$ cat config.mk
export PLATFORM = sky130hd
export DESIGN_NAME = blink_double_blink_detector_unit
export DESIGN_NICKNAME = d
export VERILOG_FILES = /design/src/rtl/core/bdb_pkg.sv /design/src/rtl/core/bdb_cell.sv /design/src/rtl/core/bdb_window.sv /design/src/rtl/core/blink_double_blink_detector_unit.sv
export SDC_FILE = /design/constraint.sdc
export NUM_CORES = 1
export LEC_CHECK = 0
export ABC_CLOCK_PERIOD_IN_PS = 6900
export BUFFER_PORTS_ARGS = -buffer_cell sky130_fd_sc_hd__buf_4
export CORE_MARGIN = 1
export CORE_UTILIZATION = 63
export CTS_CLUSTER_SIZE = 40
export DETAILED_ROUTE_END_ITERATION = 10
export GPL_TIMING_DRIVEN = 0
export PLACE_DENSITY = 0.78
export SKIP_CTS_REPAIR_TIMING = 1
export SLEW_MARGIN = 20
export SYNTH_ARGS = -nofsm -noshare
export SYNTH_HDL_FRONTEND = slang
export SYNTH_SLANG_ARGS = --single-unit
$ cat constraint.sdc
create_clock -name clk -period 6.9 [get_ports clk]
set_clock_uncertainty 0.05 [all_clocks]
set_input_delay 1.38 -clock clk [delete_from_list [all_inputs] [get_ports clk]]
set_output_delay 1.38 -clock clk [all_outputs]
set_load 0.01 [all_outputs]
$ cat src/rtl/core/bdb_pkg.sv
// ----------------------------------------------------------------------------
// bdb_pkg: shared types and constants of the blink detector
// Eye-state and action codes, configuration register indexes, reset values
// and the control structs passed between the window and its cells.
// ----------------------------------------------------------------------------
`default_nettype none
package bdb_pkg;

	typedef enum logic [1:0] {
		EYE_CLOSED = 2'd0,
		EYE_OPEN   = 2'd1,
		EYE_UNDEF  = 2'd2,
		EYE_NONE   = 2'd3
	} eye_state_t;

	typedef enum logic {
		ACT_PROCESS = 1'b0,
		ACT_CLEAR   = 1'b1
	} action_t;

	typedef enum logic [1:0] {
		REG_WINDOW_SIZE = 2'd0,
		REG_BLINK_MIN   = 2'd1,
		REG_DBL_GAP     = 2'd2,
		REG_UNUSED      = 2'd3
	} cfg_reg_t;

	localparam logic [6:0]  WINDOW_SIZE_RST = 7'd5;
	localparam logic [6:0]  BLINK_MIN_RST   = 7'd2;
	localparam logic [15:0] DBL_GAP_RST     = 16'd15;
	localparam logic [31:0] LAST_BLINK_RST  = 32'hFFFF_FF9C;
	localparam logic [15:0] RUN_LIMIT       = 16'hFFFF;

	// request into the window: one defined classification or a clear
	typedef struct packed {
		logic clear;
		logic push;
		logic closed;
	} bdb_win_req_t;

	// broadcast from the window to every cell
	typedef struct packed {
		logic clear;
		logic push;
		logic drop;
	} bdb_cell_ctl_t;

endpackage
`default_nettype wire

$ cat src/rtl/core/bdb_cell.sv
// ----------------------------------------------------------------------------
// bdb_cell: one entry of the sliding window
// Holds a valid bit and a closed bit; takes its left neighbor's entry on each
// push and drops itself when it is the tail and a drop is requested.
// ----------------------------------------------------------------------------
`default_nettype none
module bdb_cell
	import bdb_pkg::*;
#(
	parameter bit LAST_CELL = 1'b0
) (
	input  wire logic          clk,
	input  wire logic          arst_n,
	input  wire bdb_cell_ctl_t ctl,
	input  wire logic          in_v,
	input  wire logic          in_c,
	output logic               v_q,
	output logic               c_q,
	output logic               tail_closed
);

	logic tail;

	// tail after the shift: neighbor entry arrives here and nothing follows it
	assign tail        = in_v & (LAST_CELL | ~v_q);
	assign tail_closed = tail & in_c;

	always_ff @(posedge clk or negedge arst_n) begin
		if (!arst_n) begin
			v_q <= 1'b0;
		end else if (ctl.clear) begin
			v_q <= 1'b0;
		end else if (ctl.push) begin
			v_q <= in_v & ~(ctl.drop & tail);
		end
	end

	always_ff @(posedge clk) begin
		if (ctl.push) begin
			c_q <= in_c;
		end
	end

endmodule
`default_nettype wire

$ cat src/rtl/core/bdb_window.sv
// ----------------------------------------------------------------------------
// bdb_window: sliding window of recent classifications
// A chain of cells, newest at cell 0, with fill and closed counters. Gives
// the closed count as it stands after the current push.
// ----------------------------------------------------------------------------
`default_nettype none
module bdb_window
	import bdb_pkg::*;
#(
	parameter int WINDOW_MAX = 64
) (
	input  wire logic                             clk,
	input  wire logic                             arst_n,
	input  wire bdb_win_req_t                     req,
	input  wire logic [6:0]                       window_size,
	output logic [$clog2(WINDOW_MAX + 1) - 1 : 0] closed_after
);

	localparam int FW = $clog2(WINDOW_MAX + 1);
	localparam int CW = (FW > 7) ? FW : 7;
	localparam logic [FW-1:0] FILL_FULL = FW'(WINDOW_MAX);

	logic [FW-1:0]         fill_q;
	logic [FW-1:0]         closed_q;
	logic [FW-1:0]         fill_push;
	logic                  full;
	logic                  drop;
	logic                  drop_full;
	logic                  drop_tail;
	logic [WINDOW_MAX-1:0] v_chain;
	logic [WINDOW_MAX-1:0] c_chain;
	logic [WINDOW_MAX-1:0] tail_closed;
	bdb_cell_ctl_t         ctl;

	assign full      = (fill_q == FILL_FULL);
	assign fill_push = full ? fill_q : fill_q + FW'(1);
	assign drop      = CW'(fill_push) > CW'(window_size);

	// entry falling off the end of a full chain, then the tail dropped by size
	assign drop_full = full & v_chain[WINDOW_MAX-1] & c_chain[WINDOW_MAX-1];
	assign drop_tail = drop & (|tail_closed);

	assign closed_after = closed_q + FW'(req.closed) - FW'(drop_full) - FW'(drop_tail);

	assign ctl.clear = req.clear;
	assign ctl.push  = req.push;
	assign ctl.drop  = drop;

	for (genvar k = 0; k < WINDOW_MAX; k++) begin : g_cell
		logic left_v;
		logic left_c;
		if (k == 0) begin : g_head
			assign left_v = 1'b1;
			assign left_c = req.closed;
		end else begin : g_body
			assign left_v = v_chain[k-1];
			assign left_c = c_chain[k-1];
		end
		bdb_cell #(
			.LAST_CELL(k == WINDOW_MAX - 1)
		) u_cell (
			.clk        (clk),
			.arst_n     (arst_n),
			.ctl        (ctl),
			.in_v       (left_v),
			.in_c       (left_c),
			.v_q        (v_chain[k]),
			.c_q        (c_chain[k]),
			.tail_closed(tail_closed[k])
		);
	end

	always_ff @(posedge clk or negedge arst_n) begin
		if (!arst_n) begin
			fill_q   <= '0;
			closed_q <= '0;
		end else if (req.clear) begin
			fill_q   <= '0;
			closed_q <= '0;
		end else if (req.push) begin
			fill_q   <= fill_push - FW'(drop);
			closed_q <= closed_after;
		end
	end

endmodule
`default_nettype wire

$ cat src/rtl/core/blink_double_blink_detector_unit.sv
// ----------------------------------------------------------------------------
// blink_double_blink_detector_unit: blink and double-blink event filter
// Turns per-frame eye classifications into blink and double-blink flags.
// ----------------------------------------------------------------------------
// Usage:
//   item channel (item_valid/item_ready, action, eye_state): one request per
//   frame; action clear restores the power-up state, config registers apart.
//   result channel (result_valid/result_ready, state_echo, blink_detected,
//   double_blink): exactly one result per request, in order.
//   cfg channel (cfg_valid/cfg_ready, cfg_index, cfg_data): register writes,
//   always ready; write only while idle. Change window_size after a clear.
// Latency: the result is valid the cycle after its request is taken.
// Throughput: one request per cycle while each result is taken; the whole update
//   of the window chain and the run/blink logic completes in that cycle.
// Reset: valid bits, counters and config registers return to defaults at once;
//   closed bits and result payload are not reset; no clearing pass is needed.
// Stall: a held result keeps its register; a new request is taken in the
//   same cycle that the pending result is taken.
// ----------------------------------------------------------------------------
`default_nettype none
module blink_double_blink_detector_unit
	import bdb_pkg::*;
#(
	parameter int WINDOW_MAX = 64
) (
	input  wire logic        clk,
	input  wire logic        arst_n,
	input  wire logic        cfg_valid,
	output logic             cfg_ready,
	input  wire logic [1:0]  cfg_index,
	input  wire logic [15:0] cfg_data,
	input  wire logic        item_valid,
	output logic             item_ready,
	input  wire logic        action,
	input  wire logic [1:0]  eye_state,
	output logic             result_valid,
	input  wire logic        result_ready,
	output logic [1:0]       state_echo,
	output logic             blink_detected,
	output logic             double_blink
);

	localparam int FW = $clog2(WINDOW_MAX + 1);
	localparam int CW = (FW > 7) ? FW : 7;

	logic [6:0]    window_size_q;
	logic [6:0]    blink_min_q;
	logic [15:0]   dbl_gap_q;
	logic [15:0]   run_q;
	logic          prev_open_q;
	logic [31:0]   frame_q;
	logic [31:0]   last_blink_q;
	logic          result_valid_q;
	logic [1:0]    echo_q;
	logic          blink_q;
	logic          dbl_q;

	logic          accept;
	logic          is_clear;
	logic          defined;
	logic          push;
	logic          now_open;
	logic          blink;
	logic          dbl;
	logic [31:0]   distance;
	logic [FW-1:0] closed_after;
	bdb_win_req_t  win_req;

	assign cfg_ready  = 1'b1;
	assign item_ready = ~result_valid_q | result_ready;
	assign accept     = item_valid & item_ready;
	assign is_clear   = (action == ACT_CLEAR);
	assign defined    = (eye_state == EYE_CLOSED) || (eye_state == EYE_OPEN);
	assign push       = accept & ~is_clear & defined;

	assign win_req.clear  = accept & is_clear;
	assign win_req.push   = push;
	assign win_req.closed = (eye_state == EYE_CLOSED);

	bdb_window #(
		.WINDOW_MAX(WINDOW_MAX)
	) u_window (
		.clk         (clk),
		.arst_n      (arst_n),
		.req         (win_req),
		.window_size (window_size_q),
		.closed_after(closed_after)
	);

	assign now_open = (eye_state == EYE_OPEN) && (CW'(closed_after) < CW'(blink_min_q));
	assign distance = frame_q - last_blink_q;
	assign blink    = now_open & ~prev_open_q & (run_q >= {9'd0, blink_min_q});
	assign dbl      = blink & (distance <= {16'd0, dbl_gap_q});

	always_ff @(posedge clk or negedge arst_n) begin
		if (!arst_n) begin
			window_size_q <= WINDOW_SIZE_RST;
			blink_min_q   <= BLINK_MIN_RST;
			dbl_gap_q     <= DBL_GAP_RST;
		end else if (cfg_valid) begin
			unique case (cfg_reg_t'(cfg_index))
				REG_WINDOW_SIZE: window_size_q <= cfg_data[6:0];
				REG_BLINK_MIN:   blink_min_q   <= cfg_data[6:0];
				REG_DBL_GAP:     dbl_gap_q     <= cfg_data;
				default: begin
				end
			endcase
		end
	end

	always_ff @(posedge clk or negedge arst_n) begin
		if (!arst_n) begin
			run_q        <= '0;
			prev_open_q  <= 1'b1;
			frame_q      <= '0;
			last_blink_q <= LAST_BLINK_RST;
		end else if (accept) begin
			if (is_clear) begin
				run_q        <= '0;
				prev_open_q  <= 1'b1;
				frame_q      <= '0;
				last_blink_q <= LAST_BLINK_RST;
			end else begin
				if (defined) begin
					if (!now_open) begin
						if (run_q != RUN_LIMIT) begin
							run_q <= run_q + 16'd1;
						end
					end else begin
						run_q <= '0;
					end
					prev_open_q <= now_open;
					if (blink) begin
						// a double blink consumes the previous mark
						last_blink_q <= dbl ? LAST_BLINK_RST : frame_q;
					end
				end
				if (eye_state != EYE_NONE) begin
					frame_q <= frame_q + 32'd1;
				end
			end
		end
	end

	always_ff @(posedge clk or negedge arst_n) begin
		if (!arst_n) begin
			result_valid_q <= 1'b0;
		end else if (item_ready) begin
			result_valid_q <= accept;
		end
	end

	always_ff @(posedge clk) begin
		if (accept) begin
			echo_q  <= is_clear ? 2'd0 : eye_state;
			blink_q <= ~is_clear & defined & blink;
			dbl_q   <= ~is_clear & defined & dbl;
		end
	end

	assign result_valid   = result_valid_q;
	assign state_echo     = echo_q;
	assign blink_detected = blink_q;
	assign double_blink   = dbl_q;

endmodule
`default_nettype wire
==> results of run 1 <==
cell type report:
cell class | instances | area [um^2] | share of cell area, %
repair buffers | 44 | 412.9 | 2.590
multi-input cells | 1070 | 6734 | 42.25
clock buffers | 35 | 755.7 | 4.741
flip-flops and latches | 258 | 6844 | 42.94
well taps | 280 | 350.3 | 2.198
inverters | 95 | 356.6 | 2.237
plain buffers | 59 | 260.3 | 1.633
clock inverters | 15 | 225.2 | 1.413
metrics by stage:
| stage | cell area (um^2) | worst slack, ns | hold WS [ns] | utilization (%) | total power [mW] |
|---|---|---|---|---|---|
| floorplan | 14000 | 0.5418 | 0.3762 | - | 2.382 |
| global route | 15940 | -0.1963 | 0.4033 | 73.04 | 4.475 |
| CTS | 15670 | -1.046 | 0.3998 | 71.79 | 4.190 |
| finish | 15940 | 0.01313 | 0.3952 | 73.04 | 4.282 |
| detailed placement | 14690 | -1.189 | 0.3842 | 67.30 | 2.610 |
| global placement | 14590 | -1.162 | 0.3792 | 66.83 | 2.560 |
kinds of logic after synthesis:
group | Yosys count | synth area share (%)
AOI/OAI and AO/OA | 400 | 16.98
muxes | 28 | 2.225
xor gates and xnor gates | 66 | 4.128
adders and majority gates | 83 | 7.578
and+or+nand+nor | 492 | 15.90
buffers and inverters | 154 | 4.307
other | 1 | 0.02678
DFF | 258 | 48.86
layer usage:
metal	part of all wire, %	track usage, %
met1	43	38.99
met2	49	50.60
met3	4.9	3.404
met4	2.9	10.95
met5	0	0
worst max-delay path, delay by kind of cell (launching register included):
kind                       cells  cell delay (ns)
AOI/OAI and AO/OA             13             2.27
and+or+nand+nor                9             1.80
adders and majority gates      6             1.76
DFF                            1             0.43
buffers and inverters          2             0.27
xor gates and xnor gates       1             0.16
worst max path at each step:
stage                                             end  slack (ns)  depth (start not counted)
after floorplan           last_blink_q[6]$_DFFE_PN0P_        0.54                         31
after global routing      last_blink_q[6]$_DFFE_PN0P_       -0.20                         31
after CTS                      double_blink$_DFFE_PP_       -1.05                         31
after detailed placement  last_blink_q[6]$_DFFE_PN0P_       -1.19                         25
after global placement         double_blink$_DFFE_PP_       -1.16                         25
final                     last_blink_q[6]$_DFFE_PN0P_        0.01                         31
flip-flops by register name, indices dropped and copies added (netlist names):
register and flops:
run_q 16, dbl_gap_q 16, window_size_q 7, result_valid 1, u_window.fill_q 7, frame_q 32
double_blink 1, prev_open_q 1, blink_min_q 7, u_window.g_cell.u_cell.c_q 64, last_blink_q 32, u_window.closed_q 7
u_window.g_cell.u_cell.v_q 64, blink_detected 1, state_echo 2
power breakdown:
part	internal (mW)	switching (mW)
Combinational	0.388	0.538
Clock	0.964	0.617
Sequential	1.70	0.0714
cell usage in the layout, fill, tap and decap left out, types with 34 or more instances in the layout:
cell type / count
a21oi_1: 183
a31oi_1: 35
buf_4: 39
clkbuf_1: 48
dfrtp_1: 152
dfstp_2: 36
edfxtp_1: 68
ha_1: 76
inv_1: 92
nand2_1: 146
nor2_1: 186
o21ai_0: 58
o22ai_1: 34
==> results.json, run 1 <==
{
  "grt_pass1_vias": 10980,
  "maxSlewHeadroom_pct": 45.50,
  "critPathLaunch": "u_window.fill_q[4]$_DFFE_PN0P_",
  "tns_ns": 0,
  "p_per_area_mw_per_mm2": 268.7,
  "antenna_found_initial": 0,
  "area_growth_pct": 13.83,
  "slowest_stage": "fa_1",
  "vias_per_cell": 6.086,
  "dp_hpwl_um": 23690,
  "hold_viol_final": 0,
  "drt-pass1-iter-count": 5,
  "final_cells": 1856,
  "drt_iter0_markers": 806,
  "wl_um": 34130,
  "yosys.cell_count.top_type": "a21oi_1",
  "r2r_start": "u_window.fill_q[4]$_DFFE_PN0P_",
  "ant_nets": 0,
  "grt_pass1_wl_um": 53330,
  "syn_nets": 1591,
  "clk_pin_slew_ns": 0.06,
  "slew_violations": 0,
  "critPathRequiredTime_ns": 7.27,
  "grtUsageTotal_pct": 29.64,
  "synth.area.top_cells": "dfrtp_1 28%, edfxtp_1 15%, ha_1 7.1%",
  "h-tree-depth": 1,
  "clockBufferDepth": 3,
  "cts.sinks": 258,
  "vias": 11300,
  "syn_inst": 1482,
  "synth_area_leader_cell": "dfrtp_1",
  "std_cell_rows": 54,
  "core_region_area_mm2": 0.02182,
  "cts_buffers": 27,
  "start_util_pct": 64.16,
  "ys_seq_elements": 258,
  "yosysWarnings": 0,
  "gp_congestion": 0.9101,
  "clock-root-buffer": "clkbuf_16",
  "synth_top_area_share_pct": 27.52,
  "path_class": "register to register",
  "min_path_type": "register to register",
  "hold-path-endpoint": "u_window.g_cell[25].u_cell.c_q$_DFFE_PP_",
  "dieArea_mm2": 0.02283,
  "dp.cells": 1796,
  "r2r_slack_ns": 0.01,
  "ios": 33,
  "hold_path_depth": 0,
  "worst_setup_path_start_kind": "register",
  "finalCriticalPeriod_ns": 6.887,
  "setup_viol": 0,
  "end_kind": "register",
  "critical_path.max_fanout": 8,
  "cts_tree": "built",
  "outcome": "finished, final reports clean",
  "overflow": 0,
  "drive_gt1_share_pct": 13.90,
  "maxCapViolations": 0,
  "dieWidth_um": 151.1,
  "fmax_ghz": 0.1452,
  "r2r_end": "last_blink_q[6]$_DFFE_PN0P_",
  "rsz0062_at_grt": "true",
  "grt_max_degree": 71,
  "synth_common_cells": "189 x a21oi_1, 188 x nor2_1, 154 x dfrtp_1",
  "worst_ep_arrival_time_ns": 7.25,
  "cp_slowest_stage_delay_ns": 0.48,
  "drc": 0,
  "syn_area_per_cell_um2": 9.448,
  "fin_crit_sh_pct": 99.81,
  "power_leakage_nw": 7.028,
  "n_antenna_cell": 0,
  "yosys_most_used_dff": "dfrtp_1",
  "worstMarginPinSlew_ns": 0.8145,
  "wl_per_cell_um": 18.39,
  "synth_edf_count": 68,
  "synth-seq-area-share_pct": 48.86,
  "syn_area_mm2": 0.01400,
  "synthArstFlopShare_pct": 73.64,
  "port_buffers": 31,
  "fin_nets": 1664,
  "synth.distinct_cells": 76,
  "clkLatencyLatePin_ns": 0.56,
  "fillers": 1566,
  "die_h_um": 151.1,
  "hp-start": "u_window.g_cell[24].u_cell.c_q$_DFFE_PP_",
  "ir_worst_vdd_v": 0.0002156,
  "rr_worst_depth": 31
}
(Power assumes the default switching activity.)
==> run 2: changes to the inputs <==
--- a/config.mk
+++ b/config.mk
@@ -7,12 +7,14 @@
 export LEC_CHECK = 0
 export ABC_CLOCK_PERIOD_IN_PS = 6900
 export BUFFER_PORTS_ARGS = -buffer_cell sky130_fd_sc_hd__buf_4
+export CAP_MARGIN = 20
 export CORE_MARGIN = 1
 export CORE_UTILIZATION = 63
 export CTS_CLUSTER_SIZE = 40
 export DETAILED_ROUTE_END_ITERATION = 10
 export GPL_TIMING_DRIVEN = 0
 export PLACE_DENSITY = 0.78
+export REMOVE_ABC_BUFFERS = 1
 export SKIP_CTS_REPAIR_TIMING = 1
 export SLEW_MARGIN = 20
 export SYNTH_ARGS = -nofsm -noshare
==> run 2 against run 1 <==
  * Critical endpoint is now last_blink_q[17]$_DFFE_PN1P_
  * Via count rose by 0.14%
  * Largest cell class unchanged
  * Critical path type unchanged
  * Critical path depth rose by 2
  * Design area fell by 0.53%
==> results.json, run 2 (same netlist as run 1, synthesis figures left out) <==
{
  "r2r_end": "last_blink_q[17]$_DFFE_PN1P_",
  "wl_um": 33140,
  "hold-path-endpoint": "u_window.g_cell[60].u_cell.c_q$_DFFE_PP_",
  "slowest_stage": "dfrtp_2",
  "switching_power_mw": 1.226,
  "drt-pass1-iter-count": 7,
  "reg_top3": "u_window.g_cell.u_cell.c_q: 64 flops, u_window.g_cell.u_cell.v_q: 64 flops",
  "rr_worst_depth": 33,
  "fin_util_pct": 72.65,
  "min_path_type": "register to register",
  "final_cell_mix": "186 x a21oi_1, 184 x nor2_1, 151 x dfrtp_1",
  "dp_hpwl_um": 21890,
  "port_buffers": 31,
  "cts_buffers": 28,
  "dieArea_mm2": 0.02283,
  "critPathRequiredTime_ns": 7.33,
  "dieWidth_um": 151.1,
  "antenna_found_initial": 0,
  "path_class": "register to register",
  "critPathMostFrequentCell": "ha_1",
  "fin_nets": 1616,
  "grt_max_degree": 87,
  "h-tree-depth": 1,
  "combPwrFrac_pct": 21.7,
  "grt_use_met2_pct": 50.05,
  "area_growth_pct": 13.23,
  "power_leakage_nw": 6.978,
  "layout_commonest_cell": "a21oi_1",
  "setup_viol": 0,
  "worst_ep_arrival_time_ns": 7.04,
  "p_per_area_mw_per_mm2": 264.5,
  "drt_iter0_markers": 739,
  "pwr-share-seq_pct": 42.3,
  "cts_tree": "built",
  "core_region_area_mm2": 0.02182,
  "end_kind": "register",
  "clk_pin_slew_ns": 0.06,
  "worstMarginPinSlew_ns": 0.8351,
  "slew_violations": 0,
  "r2r_start": "u_window.fill_q[2]$_DFFE_PN0P_",
  "hold_path_depth": 0,
  "dp.cells": 1743,
  "tns_ns": 0,
  "n_antenna_cell": 0,
  "clock-root-buffer": "clkbuf_16",
  "critical_path.max_fanout": 5,
  "met3_usage_pct": 3.343,
  "wl_per_cell_um": 18.32,
  "cp_slowest_stage_delay_ns": 0.43,
  "vias": 11310,
  "gp_congestion": 0.9348,
  "finalCriticalPeriod_ns": 6.609,
  "maxSlewHeadroom_pct": 44.16,
  "start_util_pct": 64.16,
  "busiest_layer": "met2",
  "ios": 33,
  "r2r_slack_ns": 0.29,
  "vias_per_cell": 6.253,
  "fin_crit_sh_pct": 95.78,
  "overflow": 0,
  "drive_gt1_share_pct": 13.34,
  "std_cell_rows": 54,
  "drc": 0,
  "ir_worst_vdd_v": 0.0001651,
  "maxCapViolations": 0,
  "cts.sinks": 258,
  "grt_pass1_vias": 10890,
  "power_mw": 4.193,
  "final_cells": 1809,
  "ant_nets": 0,
  "grtUsageTotal_pct": 29.33,
  "clkPwrFrac_pct": 36.0,
  "outcome": "finished, final reports clean",
  "hold_viol_final": 0,
  "worst_setup_path_start_kind": "register",
  "grtUsageMet1_pct": 39.25,
  "switching_share_pct": 29.23,
  "fmax_ghz": 0.1513,
  "fin_hold_ws_ns": 0.3957,
  "grt_pass1_wl_um": 53390,
  "clkLatencyLatePin_ns": 0.56,
  "die_h_um": 151.1,
  "hp-start": "u_window.g_cell[59].u_cell.c_q$_DFFE_PP_",
  "clockBufferDepth": 3,
  "p_int_mw": 2.967
}
[run 2: cell count changes in the layout (fill, tap and decap cells not counted), sizes merged]
cell,before,now
clkinvlp,3,2
nand3,35,36
clkinv,7,12
bufinv,5,3
buf,55,52
clkbuf,83,36
[run 2: cell type report]
cell class                 count  area [um^2]
tap                          280        350.3
sequential                   258         6845
fill                        1555         5968
clock buffer                  35        737.0
inverter                      95        361.6
clock inverter                17        196.4
timing repair buffer          53        631.9
multi-input combinational   1071         6733
[run 2: metrics by stage]
stage	worst slack (ns)	instance area, um^2
finish	0.2912	15860
global route	-0.1130	15860
CTS	-1.058	15580
detailed placement	-1.228	14650
global placement	-3.086	14340
floorplan	-1.051	13760
[run 2: worst max-delay path by stage]
| stage | start | end | slack (ns) | depth (start not counted) |
|---|---|---|---|---|
| after floorplan | u_window.fill_q[2]$_DFFE_PN0P_ | last_blink_q[0]$_DFFE_PN0P_ | -1.05 | 28 |
| final | u_window.fill_q[2]$_DFFE_PN0P_ | last_blink_q[17]$_DFFE_PN1P_ | 0.29 | 33 |
| after global placement | eye_state[1] | last_blink_q[24]$_DFFE_PN1P_ | -3.09 | 22 |
| after detailed placement | eye_state[1] | last_blink_q[5]$_DFFE_PN0P_ | -1.23 | 24 |
| after CTS | u_window.fill_q[3]$_DFFE_PN0P_ | last_blink_q[5]$_DFFE_PN0P_ | -1.06 | 30 |
| after global routing | u_window.fill_q[4]$_DFFE_PN0P_ | double_blink$_DFFE_PP_ | -0.11 | 33 |
[run 2: worst max-delay path, delay by kind of cell (launching register included)]
kind	cells	cell delay (ns)
compound gates	15	2.40
fa+ha+maj	5	1.42
simple gates	7	1.38
buf+inv	5	0.61
flops	1	0.43
xor+xnor	1	0.19
[run 2: power groups by stage]
| stage | combinational, mW | sequential [mW] | clock, mW |
|---|---|---|---|
| 2_1_floorplan | 0.592 | 1.78 | 0 |
| 3_3_place_gp | 0.761 | 1.79 | 0 |
| 3_5_place_dp | 0.808 | 1.80 | 0 |
| 4_1_cts | 0.818 | 1.77 | 1.53 |
| 5_1_grt | 1.02 | 1.79 | 1.58 |
| 6_report | 0.909 | 1.77 | 1.51 |
[run 2: routing by layer]
| metal | wire length, um | vias up |
|---|---|---|
| met2 | 16310 | 371 |
| met1 | 14150 | 5522 |
| met3 | 1619 | 82 |
| li1 | - | 5337 |
| met5 | 0 | - |
| met4 | 1061 | 0 |
